==> src/rtl/lsms_pkg.sv <==
// package for the scanline mode sequencer
// holds the mode encoding, register indexes, field widths and reset values
// no dependencies
package lsms_pkg;

    localparam int unsigned DotWidth  = 9;
    localparam int unsigned LineWidth = 8;
    localparam int unsigned CfgIdxWidth  = 3;
    localparam int unsigned CfgDataWidth = 9;

    localparam logic [DotWidth-1:0] DotMax = 9'd511;

    typedef enum logic [1:0] {
        MODE_HBLANK   = 2'd0,
        MODE_VBLANK   = 2'd1,
        MODE_SEARCH   = 2'd2,
        MODE_TRANSFER = 2'd3
    } mode_t;

    typedef enum logic [CfgIdxWidth-1:0] {
        REG_SEARCH_CYCLES     = 3'd0,
        REG_TRANSFER_CYCLES   = 3'd1,
        REG_HBLANK_CYCLES     = 3'd2,
        REG_LINE_PERIOD       = 3'd3,
        REG_VBLANK_START_LINE = 3'd4,
        REG_FINAL_LINE        = 3'd5
    } cfg_index_t;

    localparam logic [DotWidth-1:0]  SearchCyclesReset    = 9'd80;
    localparam logic [DotWidth-1:0]  TransferCyclesReset  = 9'd172;
    localparam logic [DotWidth-1:0]  HblankCyclesReset    = 9'd204;
    localparam logic [DotWidth-1:0]  LinePeriodReset      = 9'd456;
    localparam logic [LineWidth-1:0] VblankStartLineReset = 8'd144;
    localparam logic [LineWidth-1:0] FinalLineReset       = 8'd153;

    typedef struct packed {
        logic vblank_irq;
        logic line_changed;
        logic scanline_done;
    } strobe_t;

endpackage

==> src/rtl/lcd_scanline_mode_sequencer.sv <==
// scanline mode sequencer for a display controller: dot and line timing
// depends on lsms_pkg for the mode encoding, register indexes and reset values
//
// usage:
//   input channel: in_valid / in_stall carry one advance bit per transfer.
//   advance = 1 moves the timing on by one dot, advance = 0 holds the timing state.
//   output channel: out_valid / out_stall carry mode, line and the three
//   strobes (vblank_irq, line_changed, scanline_done) for every input transfer.
//   config channel: cfg_valid / cfg_ready with cfg_index and cfg_data; cfg_ready
//   is always high, write only while no transfer is in flight.
//   output: the result is registered and appears in the cycle after the input transfer.
//   throughput: one item per cycle while in_stall is low; the mode, dot and line
//   registers update in the same cycle as the transfer, so the next item can follow directly.
//   stall: a full result register holds while out_stall is high; in_stall goes
//   high only when that register is full and stalled, so a new item is taken
//   in the same cycle as the held result leaves.
//   reset: sprite search mode, dot and line counters at zero, all timing
//   registers at their defaults, output register empty.
module lcd_scanline_mode_sequencer
(
    input  logic                              clk,
    input  logic                              rst_n,

    input  logic                              in_valid,
    output logic                              in_stall,
    input  logic                              advance,

    output logic                              out_valid,
    input  logic                              out_stall,
    output logic [1:0]                        mode,
    output logic [lsms_pkg::LineWidth-1:0]    line,
    output logic                              vblank_irq,
    output logic                              line_changed,
    output logic                              scanline_done,

    input  logic                              cfg_valid,
    output logic                              cfg_ready,
    input  logic [lsms_pkg::CfgIdxWidth-1:0]  cfg_index,
    input  logic [lsms_pkg::CfgDataWidth-1:0] cfg_data
);

    logic [lsms_pkg::DotWidth-1:0]  search_cycles_reg;
    logic [lsms_pkg::DotWidth-1:0]  transfer_cycles_reg;
    logic [lsms_pkg::DotWidth-1:0]  hblank_cycles_reg;
    logic [lsms_pkg::DotWidth-1:0]  line_period_reg;
    logic [lsms_pkg::LineWidth-1:0] vblank_start_line_reg;
    logic [lsms_pkg::LineWidth-1:0] final_line_reg;

    lsms_pkg::mode_t                mode_reg, mode_next;
    logic [lsms_pkg::DotWidth-1:0]  dot_reg, dot_next;
    logic [lsms_pkg::LineWidth-1:0] line_reg, line_next;

    logic                           out_valid_reg;
    lsms_pkg::mode_t                out_mode_reg;
    logic [lsms_pkg::LineWidth-1:0] out_line_reg;
    lsms_pkg::strobe_t              out_strobe_reg, strobe_next;

    logic                           in_xfer;
    logic [lsms_pkg::DotWidth-1:0]  dot_inc;
    logic                           cfg_write;

    assign cfg_ready = 1'b1;
    assign cfg_write = cfg_valid & cfg_ready;

    assign in_stall = out_valid_reg & out_stall;
    assign in_xfer  = in_valid & ~in_stall;

    // saturating dot count
    assign dot_inc = (dot_reg == lsms_pkg::DotMax) ? dot_reg
                                                   : dot_reg + lsms_pkg::DotWidth'(1);

    // next state of the timing sequencer
    always_comb
    begin
        mode_next = mode_reg;
        dot_next  = dot_reg;
        line_next = line_reg;
        if (advance)
        begin
            dot_next = dot_inc;
            unique case (mode_reg)
                lsms_pkg::MODE_TRANSFER:
                begin
                    if (dot_inc >= transfer_cycles_reg)
                    begin
                        mode_next = lsms_pkg::MODE_HBLANK;
                        dot_next  = '0;
                    end
                end
                lsms_pkg::MODE_VBLANK:
                begin
                    // frame restart takes priority over the line period
                    if (line_reg == final_line_reg)
                    begin
                        mode_next = lsms_pkg::MODE_SEARCH;
                        line_next = '0;
                        dot_next  = '0;
                    end
                    else if (dot_inc >= line_period_reg)
                    begin
                        line_next = line_reg + lsms_pkg::LineWidth'(1);
                        dot_next  = '0;
                    end
                end
                lsms_pkg::MODE_HBLANK:
                begin
                    if (dot_inc >= hblank_cycles_reg)
                    begin
                        mode_next = (line_reg == vblank_start_line_reg)
                                    ? lsms_pkg::MODE_VBLANK : lsms_pkg::MODE_SEARCH;
                        line_next = line_reg + lsms_pkg::LineWidth'(1);
                        dot_next  = '0;
                    end
                end
                lsms_pkg::MODE_SEARCH:
                begin
                    if (dot_inc >= search_cycles_reg)
                    begin
                        mode_next = lsms_pkg::MODE_TRANSFER;
                        dot_next  = '0;
                    end
                end
            endcase
        end
    end

    // strobes for this tick
    always_comb
    begin
        strobe_next = '0;
        if (advance)
        begin
            unique case (mode_reg)
                lsms_pkg::MODE_TRANSFER:
                begin
                    strobe_next.scanline_done = (dot_inc >= transfer_cycles_reg);
                end
                lsms_pkg::MODE_VBLANK:
                begin
                    strobe_next.line_changed = (line_reg != final_line_reg) &&
                                               (dot_inc >= line_period_reg);
                end
                lsms_pkg::MODE_HBLANK:
                begin
                    strobe_next.line_changed = (dot_inc >= hblank_cycles_reg);
                    strobe_next.vblank_irq   = (dot_inc >= hblank_cycles_reg) &&
                                               (line_reg == vblank_start_line_reg);
                end
                lsms_pkg::MODE_SEARCH:
                begin
                    strobe_next = '0;
                end
            endcase
        end
    end

    always_ff @(posedge clk or negedge rst_n)
    begin
        if (!rst_n)
        begin
            search_cycles_reg     <= lsms_pkg::SearchCyclesReset;
            transfer_cycles_reg   <= lsms_pkg::TransferCyclesReset;
            hblank_cycles_reg     <= lsms_pkg::HblankCyclesReset;
            line_period_reg       <= lsms_pkg::LinePeriodReset;
            vblank_start_line_reg <= lsms_pkg::VblankStartLineReset;
            final_line_reg        <= lsms_pkg::FinalLineReset;
        end
        else if (cfg_write)
        begin
            unique case (lsms_pkg::cfg_index_t'(cfg_index))
                lsms_pkg::REG_SEARCH_CYCLES:     search_cycles_reg   <= cfg_data;
                lsms_pkg::REG_TRANSFER_CYCLES:   transfer_cycles_reg <= cfg_data;
                lsms_pkg::REG_HBLANK_CYCLES:     hblank_cycles_reg   <= cfg_data;
                lsms_pkg::REG_LINE_PERIOD:       line_period_reg     <= cfg_data;
                lsms_pkg::REG_VBLANK_START_LINE:
                    vblank_start_line_reg <= cfg_data[lsms_pkg::LineWidth-1:0];
                lsms_pkg::REG_FINAL_LINE:
                    final_line_reg <= cfg_data[lsms_pkg::LineWidth-1:0];
                default:
                begin
                    // writes beyond the register list are dropped
                end
            endcase
        end
    end

    always_ff @(posedge clk or negedge rst_n)
    begin
        if (!rst_n)
        begin
            mode_reg      <= lsms_pkg::MODE_SEARCH;
            dot_reg       <= '0;
            line_reg      <= '0;
            out_valid_reg <= 1'b0;
        end
        else
        begin
            if (in_xfer)
            begin
                mode_reg      <= mode_next;
                dot_reg       <= dot_next;
                line_reg      <= line_next;
                out_valid_reg <= 1'b1;
            end
            else if (!out_stall)
            begin
                out_valid_reg <= 1'b0;
            end
        end
    end

    // result register, no reset needed on payload
    always_ff @(posedge clk)
    begin
        if (in_xfer)
        begin
            out_mode_reg   <= mode_next;
            out_line_reg   <= line_next;
            out_strobe_reg <= strobe_next;
        end
    end

    assign out_valid     = out_valid_reg;
    assign mode          = out_mode_reg;
    assign line          = out_line_reg;
    assign vblank_irq    = out_strobe_reg.vblank_irq;
    assign line_changed  = out_strobe_reg.line_changed;
    assign scanline_done = out_strobe_reg.scanline_done;

endmodule

==> config.mk <==
export PLATFORM = sky130hd
export DESIGN_NAME = lcd_scanline_mode_sequencer
export DESIGN_NICKNAME = d
export VERILOG_FILES = /design/src/rtl/lsms_pkg.sv /design/src/rtl/lcd_scanline_mode_sequencer.sv
export SDC_FILE = /design/constraint.sdc
export NUM_CORES = 1
export LEC_CHECK = 0
export ABC_AREA = 0
export BUFFER_PORTS_ARGS = -buffer_cell sky130_fd_sc_hd__clkbuf_2
export CAP_MARGIN = 20
export CORE_UTILIZATION = 50
export CTS_BUF_LIST = sky130_fd_sc_hd__clkbuf_2 sky130_fd_sc_hd__clkbuf_4 sky130_fd_sc_hd__clkbuf_8
export DETAILED_ROUTE_END_ITERATION = 12
export GPL_TIMING_DRIVEN = 0
export PLACE_DENSITY = 0.74
export SYNTH_ARGS = -nofsm -noshare
export SYNTH_HDL_FRONTEND = slang
export SYNTH_SLANG_ARGS = --single-unit
==> constraint.sdc <==
create_clock -name clk -period 4.1 [get_ports clk]
set_input_delay 1.23 -clock clk [delete_from_list [all_inputs] [get_ports clk]]
set_output_delay 1.23 -clock clk [all_outputs]
set_load 0.05 [all_outputs]
# [Word level (Yosys, flattened, before mapping)]
# Cells that the tools add are included.
[word_totals] register_bits=85 input_bits=18 output_inout_bits=16 word_cells=72
[op_classes] n_addsub=2 order_cmp=4 eq_ne=13 n_mux=22 bitwise=3 reduce_logical=13
[ops] cell="2-to-1 mux 9 bit" count=6
[ops] cell="greater-or-equal comparator 9 bit" count=4
[ops] cell="case mux 9 bit (4 select lines)" count=1
[ops] cell="2-to-1 mux 8 bit" count=4
[ops] cell="AND reduction 2 bit" count=9
[ops] cell="equality test 8 bit" count=2
[ops] cell="case mux 8 bit (2 select lines)" count=1
[ops] cell="2-to-1 mux 2 bit" count=6
[ops] cell="adder 9 x 1 -> 9 bit, second input constant" count=1
[ops] cell="equality test 9 bit, second input constant" count=1
[ops] cell="adder 8 x 1 -> 8 bit, second input constant" count=1
[ops] cell="!= test 8 bit" count=1
[ops] cell="case mux 2 bit (4 select lines)" count=1
[ops] cell="equality test 3 x 2 -> 1 bit, second input constant" count=2
[ops] cell="equality test 3 bit, second input constant" count=2
[ops] cell="equality test 2 bit, second input constant" count=2
[ops] cell="equality test 3 x 1 -> 1 bit, second input constant" count=1
[ops] cell="logical NOT 3 bit" count=1
[ops] cell="AND 1 bit" count=2
[ops] cell="equality test 2 x 1 -> 1 bit, second input constant" count=1
[ops] cell="logical AND 1 bit" count=2
[ops] cell="logical NOT 2 bit" count=1
[ops] cell="2-to-1 mux 1 bit" count=2
[ops] cell="!= test 2 x 1 -> 1 bit, second input constant" count=1
[ops] cell="2 further kinds" count=2

# [Depth between registers and ports, before layout]
# Gate-level depths: netlist of run 1.
[depth] word_depth=7 ltp_mapped=16 depth_no_buf=16

# [Worst setup path after synthesis of run 1]
# No wires, ideal clock.
[synth_path] path_type="register -> register" from="reg dot_reg[0] (netlist name)" to="reg out_line_reg, in the netlist line[3], data pin" setup_ps=261 arrival_time_ps=2999 required_ps=3839 slack_ps=840 path_stages_with_launch=16 path_buffers=1 synth_period_minus_slack_ps=3260 path_cell_list="dfrtp_1 -> ha_1 -> nand3_1 -> nor2_1 -> nand2_1 -> nand2_1 -> xnor2_1 -> ha_1 -> nand4_1 -> nor2_1 -> a221o_1 -> o21ai_0 -> o21ai_0 -> clkbuf_1 -> and3_1 -> a221o_1"
[synth_via] elab_chain_len=7 word_cells_on_any_way=10
[synth_rtl] item="start, declared" line="lcd_scanline_mode_sequencer.sv:50" rtl="logic [lsms_pkg::DotWidth-1:0] dot_reg, dot_next;"
[synth_rtl] item="start signal, assigned" line="lcd_scanline_mode_sequencer.sv:201" rtl="dot_reg <= dot_next;"
[synth_rtl] item="adder 9 x 1 -> 9 bit / equality test 9 bit (equally long branches)" line="lcd_scanline_mode_sequencer.sv:70, lcd_scanline_mode_sequencer.sv:69"
[synth_rtl] item="2-to-1 mux 9 bit (*)" line="lcd_scanline_mode_sequencer.sv:69" rtl="assign dot_inc = (dot_reg == lsms_pkg::DotMax) ? dot_reg"
[synth_rtl] item="greater-or-equal comparator 9 bit" line="lcd_scanline_mode_sequencer.sv:99" rtl="else if (dot_inc >= line_period_reg)"
[synth_rtl] item="2-to-1 mux 8 bit" line="lcd_scanline_mode_sequencer.sv:99"
[synth_rtl] item="2-to-1 mux 8 bit" line="lcd_scanline_mode_sequencer.sv:93" rtl="if (line_reg == final_line_reg)"
[synth_rtl] item="case mux 8 bit (2 select lines) (*)" line="lcd_scanline_mode_sequencer.sv:81" rtl="unique case (mode_reg)"
[synth_rtl] item="2-to-1 mux 8 bit (*)" line="lcd_scanline_mode_sequencer.sv:78" rtl="if (advance)"
[synth_rtl] item="via line_next, one bit" line="lcd_scanline_mode_sequencer.sv:51" rtl="logic [lsms_pkg::LineWidth-1:0] line_reg, line_next;"
[synth_rtl] item="end signal, assigned" line="lcd_scanline_mode_sequencer.sv:218" rtl="out_line_reg <= line_next;"
[synth_rtl] item="end, declared" line="lcd_scanline_mode_sequencer.sv:55" rtl="logic [lsms_pkg::LineWidth-1:0] out_line_reg;"
# Mark *: on every way through the listed nets, which the timed path passes. The rest lies on a longest branch.
# A chain may end at the register's enable or synchronous reset.

# [Worst setup path in the final report of run 1]
[layout_path] from="reg dot_reg[0] (netlist name)" to="reg out_line_reg, in the netlist line[4], data pin"
# Same word-level chain as after synthesis.

==> key figures, run 1 <==
Outcome
  • Status: finished, final reports clean

Timing
  • Fin. Hold Viols: 0
  • Max Clk Rate: 267 MHz
  • Setup Skew: 0.00664 ns
  • Worst slew margin: 43.0%
  • Setup violators final: 0
  • Final count of pins violating max slew: 0
  • Worst Slack Setup Final: 0.349 ns
  • Period utilization: 91.5%
  • Worst-margin pin slew: 0.852 ns
  • Total negative setup slack: 0 ns
  • Period minus WS final: 3.75 ns

Synth
  • Post-synth EDFFs: 13
  • Yosys Warn Count: 0
  • Synth cell count leaders: 57 x nand2_1, 51 x dfrtp_1, 40 x o21ai_0, 39 x inv_1, 38 x ha_1
  • Post-synthesis register bit count: 85
  • Cells after synthesis: between 400 and 500
  • Sequential area share after synthesis: 46.0%
  • Top cells by area, synth: dfrtp_1 26%, dfstp_2 11%, ha_1 9.9%
  • Post-Syn Nets: 532
  • Netlist cell types: 55
  • Main synth FF type: dfrtp_1
  • Async set-reset flop share out of synthesis: 84.7%
  • Most area-hungry cell type in the Yosys netlist: dfrtp_1
  • Synth top area share: a little over a quarter
  • Post-synthesis cell area: 0.00482 mm2
  • Avg Inst Size Synth: 10.1 um2
  • Top-count cell post-synth: nand2_1

Drt
  • DRC viols: 0
  • Routed WL: roughly 10000 um
  • Vias: 3577
  • Vias per std cell: 5.48
  • Routed length per instance: 16.1 um
  • Post-DRT Antenna Nets: 0
  • DRT iter0 DRCs: 136
  • Drt first pass iters: 4

Power
  • Pwr Density: just under 500 mW/mm2
  • Max rail drop VDD: 0.272 mV
  • Total power draw: ~2700 uW
  • Leak: around 0.0025 uW

CTS
  • CTS sink cnt: 85
  • Inserted Clock Buffers: 9
  • Clock-pin slew on the worst setup and hold paths: about 0.08 ns
  • # hold bufs at CTS: 0
  • CTS tree: built
  • Htree depth: 3
  • Clock Tree Buf Depth: 2
  • Clock Root Buffer: clkbuf_8
  • Worst-Skew Late Latency: 0.36 ns

Worst setup path
  • Critical Path Sink Type: flop
  • Critical path data arrival time: 3.87 ns
  • Crit path max fanout: 10
  • Max incr delay on CP: 0.44 ns
  • CP Cell Sequence: ha_1 > nand3_1 > nor2_1 > nand2_2 > nand2_1 > o21ai_0 > inv_1 > ha_1 > a21oi_1 > o21ai_0 > a221o_1 > o21ai_0 > o21ai_0 > clkbuf_2 > and3_1 > a221o_1
  • Crit-path slowest cell: dfrtp_2
  • Worst path most repeated cell: o21ai_0
  • WS Path Type: reg -> reg
  • CP bufs+invs: 2
  • Cell count of the worst reg-to-reg path: 16
  • Startpoint Class: flop
  • WP depth: 16
  • Critical Path RT: between 4 and 5 ns
  • CP top delay family: compound AO/OA/AOI/OAI gates

Placed design
  • DP Area: 0.00516 mm2
  • IO buf count: 29
  • Dpl ws: -0.136 ns
  • Post-DP HPWL: 7760 um
  • Gpl congestion: 0.884

Global route
  • Pin count of the biggest net entering global routing: 55
  • Vias in the first global route: about 3700
  • Initial antenna violation count: 0
  • GRT Resource Usage Total: between 20% and 30%
  • Global-route wire length before repair: 17900 um
  • Gr ovfl total: 0

Hold path
  • Hold crit path type: reg -> reg
  • Cells on Worst Hold Path: 2

Finish
  • Util after Layout: 58.6%
  • Area grow syn2layout: 12.8%
  • Layout cell share with drive strength beyond 1: between 20% and 30%
  • Nets: 575
  • Post-route cell area: 0.00544 mm2
  • Fillers: 830
  • N_diodes: 0
  • Flip-flop count of the largest register, all copies and words added: 16

Floorplanning
  • Die area: ~0.01 mm2
  • Num rows: 35
  • Total core area: 0.00928 mm2
  • I/O pins: 34
  • Starting Density: 51.9%
  • Die span in x: about 100 um
  • Die Y: 100 um

Job
  • Max_cap viols: 0
[kinds of logic (layout without fill, tap and decap cells)]
group                    count (synthesis)  in the layout  synth area share [%]
XOR/XNOR                                22             22                  4.00
adder cells (fa/ha/maj)                 38             38                  9.87
AND/OR/NAND/NOR                        143            143                  15.1
flip-flops                              85             85                  46.0
multiplexers                            30             30                  6.96
other                                    1              1                0.0778
buffers and inverters                   61            109                  5.40
AO/OA/AOI/OAI                           96             96                  12.6
[power breakdown]
part	leakage (uW)	total, uW	switching (uW)	internal, uW
Combinational	0.00145	894	530	364
Sequential	0.000981	1140	98.0	1040
Clock	0.000100	619	300	319
[repair_timing]
item / 4_1_cts / 5_1_grt
endpoints found under the setup margin: 16 / 24
pin swaps: 0 / 0
gates resized for setup: 3 / 11
buffers inserted: 0 / 1
[cell usage in the layout, fill, tap and decap left out, types with 4 or more instances in the layout]
master and count:
nand2_1 56, dfrtp_1 50, inv_1 39, o21ai_0 39
ha_1 38, clkbuf_2 29, mux2_2 28, nor2_1 21
dfstp_2 21, a21oi_1 18, xor2_1 17, clkbuf_1 13
edfxtp_1 13, nand3_1 11, clkbuf_8 10, nand2b_1 9
and3_1 7, or2_2 6, nand4_1 5, a21o_1 5
a221o_1 5, buf_2 5, a211oi_1 5, and2_1 4
xnor2_2 4, nor3_1 4, o31ai_1 4, clkbuf_4 4
[layer usage]
layer | vias to the layer above | share of wire, % | track usage (%)
met5 | - | 0 | 0
met4 | 0 | 2.7 | 7.69
met3 | 23 | 3.8 | 5.08
met2 | 83 | 50 | 39.6
met1 | 1729 | 44 | 28.6
li1 | 1742 | - | -
[stage by stage]
| stage | instances | hold slack [ns] |
|---|---|---|
| 6_report | 653 | 0.514 |
| 5_1_grt | 653 | 0.537 |
| 4_1_cts | 651 | 0.515 |
| 3_5_place_dp | 635 | 0.498 |
| 3_3_place_gp | 634 | 0.489 |
| 2_1_floorplan | 476 | 0.479 |
[path summary, 6_finish.rpt]
kind / slack, ns / to / from
max: 0.35 / line[4] / dot_reg[0]
min: 0.51 / hblank_cycles_reg[2] / hblank_cycles_reg[2]
max reg2reg: 0.35 / line[4] / dot_reg[0]
min reg2reg: 0.51 / hblank_cycles_reg[2] / hblank_cycles_reg[2]
max in group asynchronous: 2.70 / line_period_reg[3] / rst_n
min in group asynchronous: 0.78 / out_valid / rst_n
[tightest hold or removal path, delay by kind of cell (launching register included)]
family	cells	cell delay, ns
DFF	1	0.36
buffers and inverters	1	0.06
AOI/OAI and AO/OA	1	0.08
[area by class of cell]
cell class	count	area [um2]	share of cell area, %
Inverter	39	146	2.69
Clock buffer	13	160	2.95
Sequential cell	85	2220	40.8
Buffer	22	115	2.12
Timing Repair Buffer	32	188	3.45
Multi-Input combinational cell	330	2400	44.2
Tap cell	129	161	2.97
Clock inverter	3	45.0	0.829
Power figures use the tool's default switching activity.
==> run 2: changes to the inputs <==
ABC_AREA = 1   (was 0)
SLEW_MARGIN = 10   (was default)
==> run 2 against run 1 <==
  * Combinational power rose by 13%
  * First-iteration DRC count rose by 43%
  * Utilization fell by 1.0 points
  * Synthesized cell count rose by 39%
  * Global-route usage rose by 1.5 points
  * Final cell count rose by 29%
  * Clock skew rose by 0.0063 ns
  * Critical path depth rose by 4
  * Area after synthesis rose by 5.8%
  * Register-to-register slack improved by 0.25 ns
  * Maximum frequency rose by 7.1%
==> key figures, run 2 <==
Outcome
  • Status: finished, final reports clean

Global route
  • Gr ovfl total: 0 (unchanged)
  • Vias in the first global route: 4092 (+10%)
  • Global-route wire length before repair: 19400 um (+8.4%)
  • GRT Resource Usage Total: 24.5% (+1.5 points)
  • Pin count of the biggest net entering global routing: 55 (unchanged)
  • Initial antenna violation count: 0 (unchanged)

Synth
  • Main combinational cell family by area after synthesis: simple AND/OR/NAND/NOR gates
  • Post-synthesis mux area share: 0% (-7.0 points)
  • Post-synth EDFFs: 13 (unchanged)
  • Sequential area share after synthesis: 43.5% (-2.5 points)
  • Synth cell count leaders: 229 x nand2_1, 84 x inv_1, 55 x o21ai_0, 51 x dfrtp_1, 51 x nor2_1
  • Netlist cell types: 34 (-38%)
  • Post-synthesis adder-cell area fraction: 9.32% (-0.54 points)
  • Post-Syn Nets: 719 (+35%)
  • Xor-xnor portion of the synthesized cell area: 2.58% (-1.4 points)
  • Post-synthesis register bit count: 85 (unchanged)
  • Top-count cell post-synth: nand2_1
  • Post-synthesis cell area: 0.00510 mm2 (+5.8%)
  • Most area-hungry cell type in the Yosys netlist: dfrtp_1
  • Cells after synthesis: 663 (+39%)
  • Simple-Gate Fraction of Synth Area: 27.0% (+12 points)
  • Main synth FF type: dfrtp_1
  • Top cells by area, synth: dfrtp_1 25%, nand2_1 17%, dfstp_2 11%
  • Yosys Warn Count: 0 (unchanged)
  • Post-synthesis compound-gate area fraction: 8.98% (-3.6 points)
  • Async set-reset flop share out of synthesis: 84.7% (unchanged)
  • Avg Inst Size Synth: 7.69 um2 (-24%)
  • Synth top area share: 25.0% (-1.5 points)

Worst setup path
  • Worst r2r dst: line[7]
  • Crit path max fanout: 10 (unchanged)
  • CP bufs+invs: 2 (unchanged)
  • Cell count of the worst reg-to-reg path: 20 (+4)
  • CP top delay family: simple AND/OR/NAND/NOR gates
  • Max incr delay on CP: 0.60 ns (+0.16 ns)
  • Crit-path slowest cell: xnor2_1
  • Worst path most repeated cell: nand2_1
  • Reg2reg start: dot_reg[0]
  • Critical path data arrival time: 3.63 ns (-0.24 ns)
  • WS Path Type: reg -> reg
  • R2r setup slk: 0.60 ns (+0.25 ns)
  • Startpoint Class: flop
  • Critical Path RT: 4.23 ns (about the same)
  • CP Cell Sequence: ha_1 > nand2_1 > nor3_2 > nand2_1 > buf_2 > xnor2_1 > ha_1 > inv_1 > nand2_1 > nand2_1 > nand2_1 > nand2_1 > nand2_1 > nand2_1 > nand2_1 > nand2_1 > nand2_4 > nand3_1 > nand2_1 > and2_1
  • Critical Path Sink Type: flop

Timing
  • Max Clk Rate: 286 MHz (+7.1%)
  • Final count of pins violating max slew: 0 (unchanged)
  • Total negative setup slack: 0 ns (unchanged)
  • Period utilization: 85.4% (-6.1 points)
  • Worst-margin pin slew: 0.729 ns (-0.124 ns)
  • Worst hold margin: 0.488 ns (-0.0254 ns)
  • Worst slew margin: 51.1% (+8.0 points)
  • Period minus WS final: 3.50 ns (-0.250 ns)
  • RSZ-0062 raised after global routing: no
  • Setup violators final: 0 (unchanged)
  • Fin. Hold Viols: 0 (unchanged)
  • Setup Skew: 0.0129 ns (+0.00628 ns)

Hold path
  • Hold crit path type: reg -> reg
  • Cells on Worst Hold Path: 2 (unchanged)
  • Hold path startpoint: out_valid
  • Worst Hold End: out_valid

Placed design
  • Post-DP HPWL: 8420 um (+8.4%)
  • IO buf count: 31 (+6.9%)
  • Gpl congestion: 0.841 (-4.9%)

Power
  • Leak: 0.00299 uW (+18%)
  • Sw frac: 39.2% (+4.2 points)
  • Pwr Density: 490 mW/mm2 (+0.42%)
  • Max rail drop VDD: 0.255 mV (-6.3%)
  • Gate power share: 36.6% (+2.9 points)
  • Internal: 1680 uW (-2.4%)
  • Switching pwr: 1090 uW (+17%)
  • Flop pwr share: 41.4% (-1.6 points)
  • Part of the power in the clock network: 22.0% (-1.3 points)

CTS
  • Post-cts sizing count: 0 (-3)
  • Clock-pin slew on the worst setup and hold paths: 0.08 ns (about the same)
  • CTS tree: built
  • Setup Fix Bufs, Post-CTS: 0 (unchanged)
  • Clock Root Buffer: clkbuf_8
  • Htree depth: 3 (unchanged)
  • Worst-Skew Late Latency: 0.37 ns (about the same)
  • CTS sink cnt: 85 (unchanged)
  • Clock Tree Buf Depth: 2 (unchanged)
  • # hold bufs at CTS: 0 (unchanged)
  • Inserted Clock Buffers: 9 (unchanged)

Floorplanning
  • Die area: 0.0106 mm2 (+5.7%)
  • Starting Density: 51.9% (about the same)
  • I/O pins: 34 (unchanged)
  • Die span in x: 103 um (+2.8%)
  • Die Y: 103 um (+2.8%)
  • Num rows: 36 (+2.9%)
  • Total core area: 0.00982 mm2 (+5.8%)

Drt
  • DRC viols: 0 (unchanged)
  • Routed WL: 11500 um (+9.6%)
  • Vias per std cell: 5.05 (-7.7%)
  • DRT iter0 DRCs: 195 (+43%)
  • Drt first pass iters: 5 (+1)
  • Routed length per instance: 13.6 um (-15%)
  • Post-DRT Antenna Nets: 0 (unchanged)
  • Vias: 4265 (+19%)

Finish
  • Most frequent cells in the layout: 229 x nand2_1, 84 x inv_1, 55 x o21ai_0
  • Fillers: 915 (+10%)
  • Area grow syn2layout: 10.8%
  • Flip-flop count of the largest register, all copies and words added: 16 (unchanged)
  • Layout cell share with drive strength beyond 1: 13.8% (-11 points)
  • N_diodes: 0 (unchanged)
  • Most common cell after layout, fill and taps aside: nand2_1
  • Nets: 762 (+33%)

Job
  • Max_cap viols: 0 (unchanged)
## run 2: area by class of cell
| cell class | count | area [um2] | area share [%] |
|---|---|---|---|
| multi-input combinational | 467 | 2440 | 43.2 |
| timing repair buffer | 32 | 185 | 3.28 |
| inverter | 94 | 353 | 6.24 |
| buffer | 17 | 86.3 | 1.53 |
| tap | 133 | 166 | 2.95 |
| clock inverter | 5 | 58.8 | 1.04 |
| clock buffer | 11 | 139 | 2.46 |
| sequential | 85 | 2220 | 39.3 |
## run 2: how the worst max path moves through the flow
stage | start | to | cells after the start
3_5_place_dp | dot_reg[0] | line[7] | 20
6_report | dot_reg[0] | line[7] | 20
2_1_floorplan | out_stall | in_stall | 2
4_1_cts | dot_reg[0] | line[7] | 20
3_3_place_gp | dot_reg[0] | line[7] | 20
5_1_grt | dot_reg[0] | line[7] | 20
## run 2: power groups by stage
stage | Clock, uW | Sequential [uW] | Combinational [uW]
global placement | 0 | 1150 | 955
floorplan | 0 | 1180 | 723
finish | 610 | 1150 | 1010
detailed placement | 0 | 1160 | 1000
global route | 652 | 1170 | 1160
CTS | 618 | 1140 | 1010
## run 2: kinds of logic after synthesis
logic type,after synthesis
AO/OA/AOI/OAI,86
adder cells (fa/ha/maj),38
XOR/XNOR,15
flip-flops,85
AND/OR/NAND/NOR,327
buffers and inverters,111
other,1
## run 2: worst register-to-register path: stages (launching register included)
cell     delay [ns]
dfrtp_1        0.41
ha_1           0.21
nand2_1        0.10
nor3_2         0.19
nand2_1        0.10
buf_2          0.19
xnor2_1        0.60
ha_1           0.37
inv_1          0.06
nand2_1        0.04
nand2_1        0.06
nand2_1        0.05
nand2_1        0.05
nand2_1        0.05
nand2_1        0.13
nand2_1        0.12
nand2_1        0.17
nand2_4        0.10
nand3_1        0.08
nand2_1        0.07
and2_1         0.13
## run 2: metal layers
layer	vias to the layer above	part of all wire, %	wire length [um]	GRT usage [%]
li1	2173	-	-	-
met1	1952	46	5250	31.9
met2	122	47	5370	41.0
met3	18	6.0	685	4.95
met4	0	1.6	189	7.80
met5	-	0	0	0
## run 2: stage by stage
stage / area (um2) / util (%) / setup WS, ns / std cells / total power [uW]
3_3_place_gp: 5420 / 55.2 / 0.680 / 827 / 2110
4_1_cts: 5650 / 57.5 / 0.634 / 844 / 2770
2_1_floorplan: 5100 / - / 1.24 / 663 / 1900
5_1_grt: 5650 / 57.5 / 0.242 / 844 / 2980
3_5_place_dp: 5450 / 55.5 / 0.674 / 828 / 2160
6_report: 5650 / 57.5 / 0.599 / 844 / 2770
==> run 3: changes to the inputs <==
ABC_AREA = default   (was 1)
CTS_CLUSTER_DIAMETER = 60   (was default)
==> run 3 against run 2 <==
  * Via count fell by 16%
  * Global-route usage is 1.5 points lower
  * Die area decreased by 5.4%
  * First-iteration DRC count fell by 30%
  * Setup slack got worse by 0.25 ns
  * Largest power group unchanged
==> key figures, run 3 (synthesis gave the netlist of run 1 again) <==
Drt
  • Post-DRT Antenna Nets: 0 (unchanged)
  • DRT iter0 DRCs: 136 (-30%)
  • Drt first pass iters: 4 (-1)
  • Routed length per instance: 16.1 um (+18%)
  • DRC viols: 0 (unchanged)
  • Vias: 3577 (-16%)
  • Vias per std cell: 5.48 (+8.4%)
  • Routed WL: 10500 um (-8.7%)

Finish
  • N_diodes: 0 (unchanged)
  • Nets: 575 (-25%)
  • Post-route cell area: 0.00544 mm2 (-3.8%)
  • Fillers: 830 (-9.3%)
  • Non-Filler Instances: 653 (-23%)
  • Most common cell after layout, fill and taps aside: nand2_1
  • Register Area: 0.00222 mm2 (about the same)
  • Flip-flop count of the largest register, all copies and words added: 16 (unchanged)
  • Multi-input logic area: 0.00240 mm2 (-1.7%)
  • Layout cell share with drive strength beyond 1: 24.6% (+11 points)
  • Area grow syn2layout: 12.8%
  • Most frequent cells in the layout: 56 x nand2_1, 50 x dfrtp_1, 39 x inv_1, 39 x o21ai_0, 38 x ha_1

Job
  • Max_cap viols: 0 (unchanged)

Timing
  • Total negative setup slack: 0 ns (unchanged)
  • Worst-margin pin slew: 0.852 ns (+0.124 ns)
  • Setup violators final: 0 (unchanged)
  • Setup Skew: 0.00664 ns (-0.00628 ns)
  • Worst Slack Setup Final: 0.349 ns (-0.250 ns)
  • Max Clk Rate: 267 MHz (-6.7%)
  • Period minus WS final: 3.75 ns (+0.250 ns)
  • Fin. Hold Viols: 0 (unchanged)
  • Worst slew margin: 43.0% (-8.0 points)
  • Period utilization: 91.5% (+6.1 points)
  • Final count of pins violating max slew: 0 (unchanged)

CTS
  • CTS tree: built
  • Clock Tree Buf Depth: 2 (unchanged)
  • Htree depth: 3 (unchanged)
  • Clock-pin slew on the worst setup and hold paths: 0.08 ns (about the same)
  • Worst-Skew Late Latency: 0.36 ns (about the same)
  • CTS sink cnt: 85 (unchanged)
  • Inserted Clock Buffers: 9 (unchanged)
  • Clock Root Buffer: clkbuf_8

Worst setup path
  • Critical Path Sink Type: flop
  • Critical path data arrival time: 3.87 ns (+0.24 ns)
  • R2r setup slk: 0.35 ns (-0.25 ns)
  • Worst r2r dst: line[4]
  • CP Cell Sequence: ha_1 > nand3_1 > nor2_1 > nand2_2 > nand2_1 > o21ai_0 > inv_1 > ha_1 > a21oi_1 > o21ai_0 > a221o_1 > o21ai_0 > o21ai_0 > clkbuf_2 > and3_1 > a221o_1
  • Worst path most repeated cell: o21ai_0
  • Cell count of the worst reg-to-reg path: 16 (-20%)
  • Reg2reg start: dot_reg[0]
  • Max incr delay on CP: 0.44 ns (-0.16 ns)
  • WP depth: 16 (-20%)
  • Crit-path slowest cell: dfrtp_2
  • Crit path max fanout: 10 (unchanged)
  • Critical Path RT: 4.22 ns (about the same)
  • Startpoint Class: flop
  • CP top delay family: compound AO/OA/AOI/OAI gates
  • Crit. Startpoint: dot_reg[0]
  • WS Path Type: reg -> reg
  • Setup crit end: line[4]
  • CP bufs+invs: 2 (unchanged)

Global route
  • Global-route wire length before repair: 17900 um (-7.7%)
  • Most Crowded Layer GR: met2
  • GR Util met2: 39.6% (-1.5 points)
  • Initial antenna violation count: 0 (unchanged)
  • M3 GR Usage: 5.08% (+0.13 points)
  • GRT Resource Usage Total: 23.0% (-1.5 points)
  • Vias in the first global route: 3712 (-9.3%)
  • Global Route met1 Usage: 28.6% (-3.3 points)
  • Gr ovfl total: 0 (unchanged)
  • Pin count of the biggest net entering global routing: 55 (unchanged)

Placed design
  • Post-DP HPWL: 7760 um (-7.7%)
  • Placed Cells: 635 (-23%)
  • Dpl ws: -0.136 ns (-0.810 ns)
  • Gpl congestion: 0.884 (+5.1%)
  • DP Area: 0.00516 mm2 (-5.3%)
  • IO buf count: 29 (-6.5%)

Power
  • Leak: 0.00253 uW (-16%)
  • Max rail drop VDD: 0.272 mV (+6.7%)
  • Pwr Density: 488 mW/mm2 (-0.42%)

Floorplanning
  • Starting Density: 51.9% (about the same)
  • Die area: 0.0100 mm2 (-5.4%)
  • Die Y: 100 um (-2.7%)
  • I/O pins: 34 (unchanged)
  • Die span in x: 100 um (-2.7%)
  • Num rows: 35 (-2.8%)
  • Total core area: 0.00928 mm2 (-5.5%)

Outcome
  • Status: finished, final reports clean

Hold path
  • Hold crit path type: reg -> reg
==> run 3: changes by cell type in the layout (fill, tap and decap cells not counted), moves of 6 or more <==
cell,previous run,this run
mux2_2,0,28
or2_2,0,6
nand2b_1,0,9
and3_1,0,7
inv_1,84,39
nand3_1,17,11
nor2_1,51,21
nand2_1,229,56
nand4_1,11,5
o21ai_0,55,39
inv_2,8,0
==> run 3: tightest hold or removal path, cell delays in order (launching register included) <==
cell and delay (ns):
dfstp_2 0.36, inv_1 0.06, o21ai_0 0.08
==> run 3: metrics by stage <==
step	hold WS, ns	util (%)	total power (uW)
after floorplan	0.479	-	1740
after global routing	0.537	58.6	2840
final	0.514	58.6	2650
after global placement	0.489	55.2	1940
after CTS	0.515	58.0	2630
after detailed placement	0.498	55.6	2000
==> run 3: what timing repair did <==
action                                  CTS  global route
cloned                                    0             0
setup buffers                             0             1
resized for setup                         3            11
endpoints found under the setup margin   16            24
hold buffers                              0             0
==> run 3: final cells by class <==
type	count	share of cell area [%]
sequential	85	40.8
clock inverter	3	0.829
buffer	22	2.12
clock buffer	13	2.95
timing repair buffer	32	3.45
tap	129	2.97
multi-input combinational	330	44.2
inverter	39	2.69
==> run 3: worst min-delay path by stage <==
stage | from | to | slack [ns] | depth (start not counted)
floorplan | line_period_reg[1] | line_period_reg[1] | 0.48 | 1
global placement | line_period_reg[2] | line_period_reg[2] | 0.49 | 1
detailed placement | line_period_reg[1] | line_period_reg[1] | 0.50 | 1
CTS | line_period_reg[1] | line_period_reg[1] | 0.51 | 1
global route | line_period_reg[1] | line_period_reg[1] | 0.54 | 1
finish | hblank_cycles_reg[2] | hblank_cycles_reg[2] | 0.51 | 2
==> run 3: report_power, final <==
group          switching (uW)  internal [uW]  leakage (uW)
registers                98.0           1040      0.000981
logic                     530            364       0.00145
clock network             300            319      0.000100
total                     928           1730       0.00253
==> run 3: routing by layer <==
layer | up-vias | wire length [um]
met2 | 83 | 5210
met1 | 1729 | 4600
li1 | 1742 | -
met5 | - | 0
met3 | 23 | 402
met4 | 0 | 281
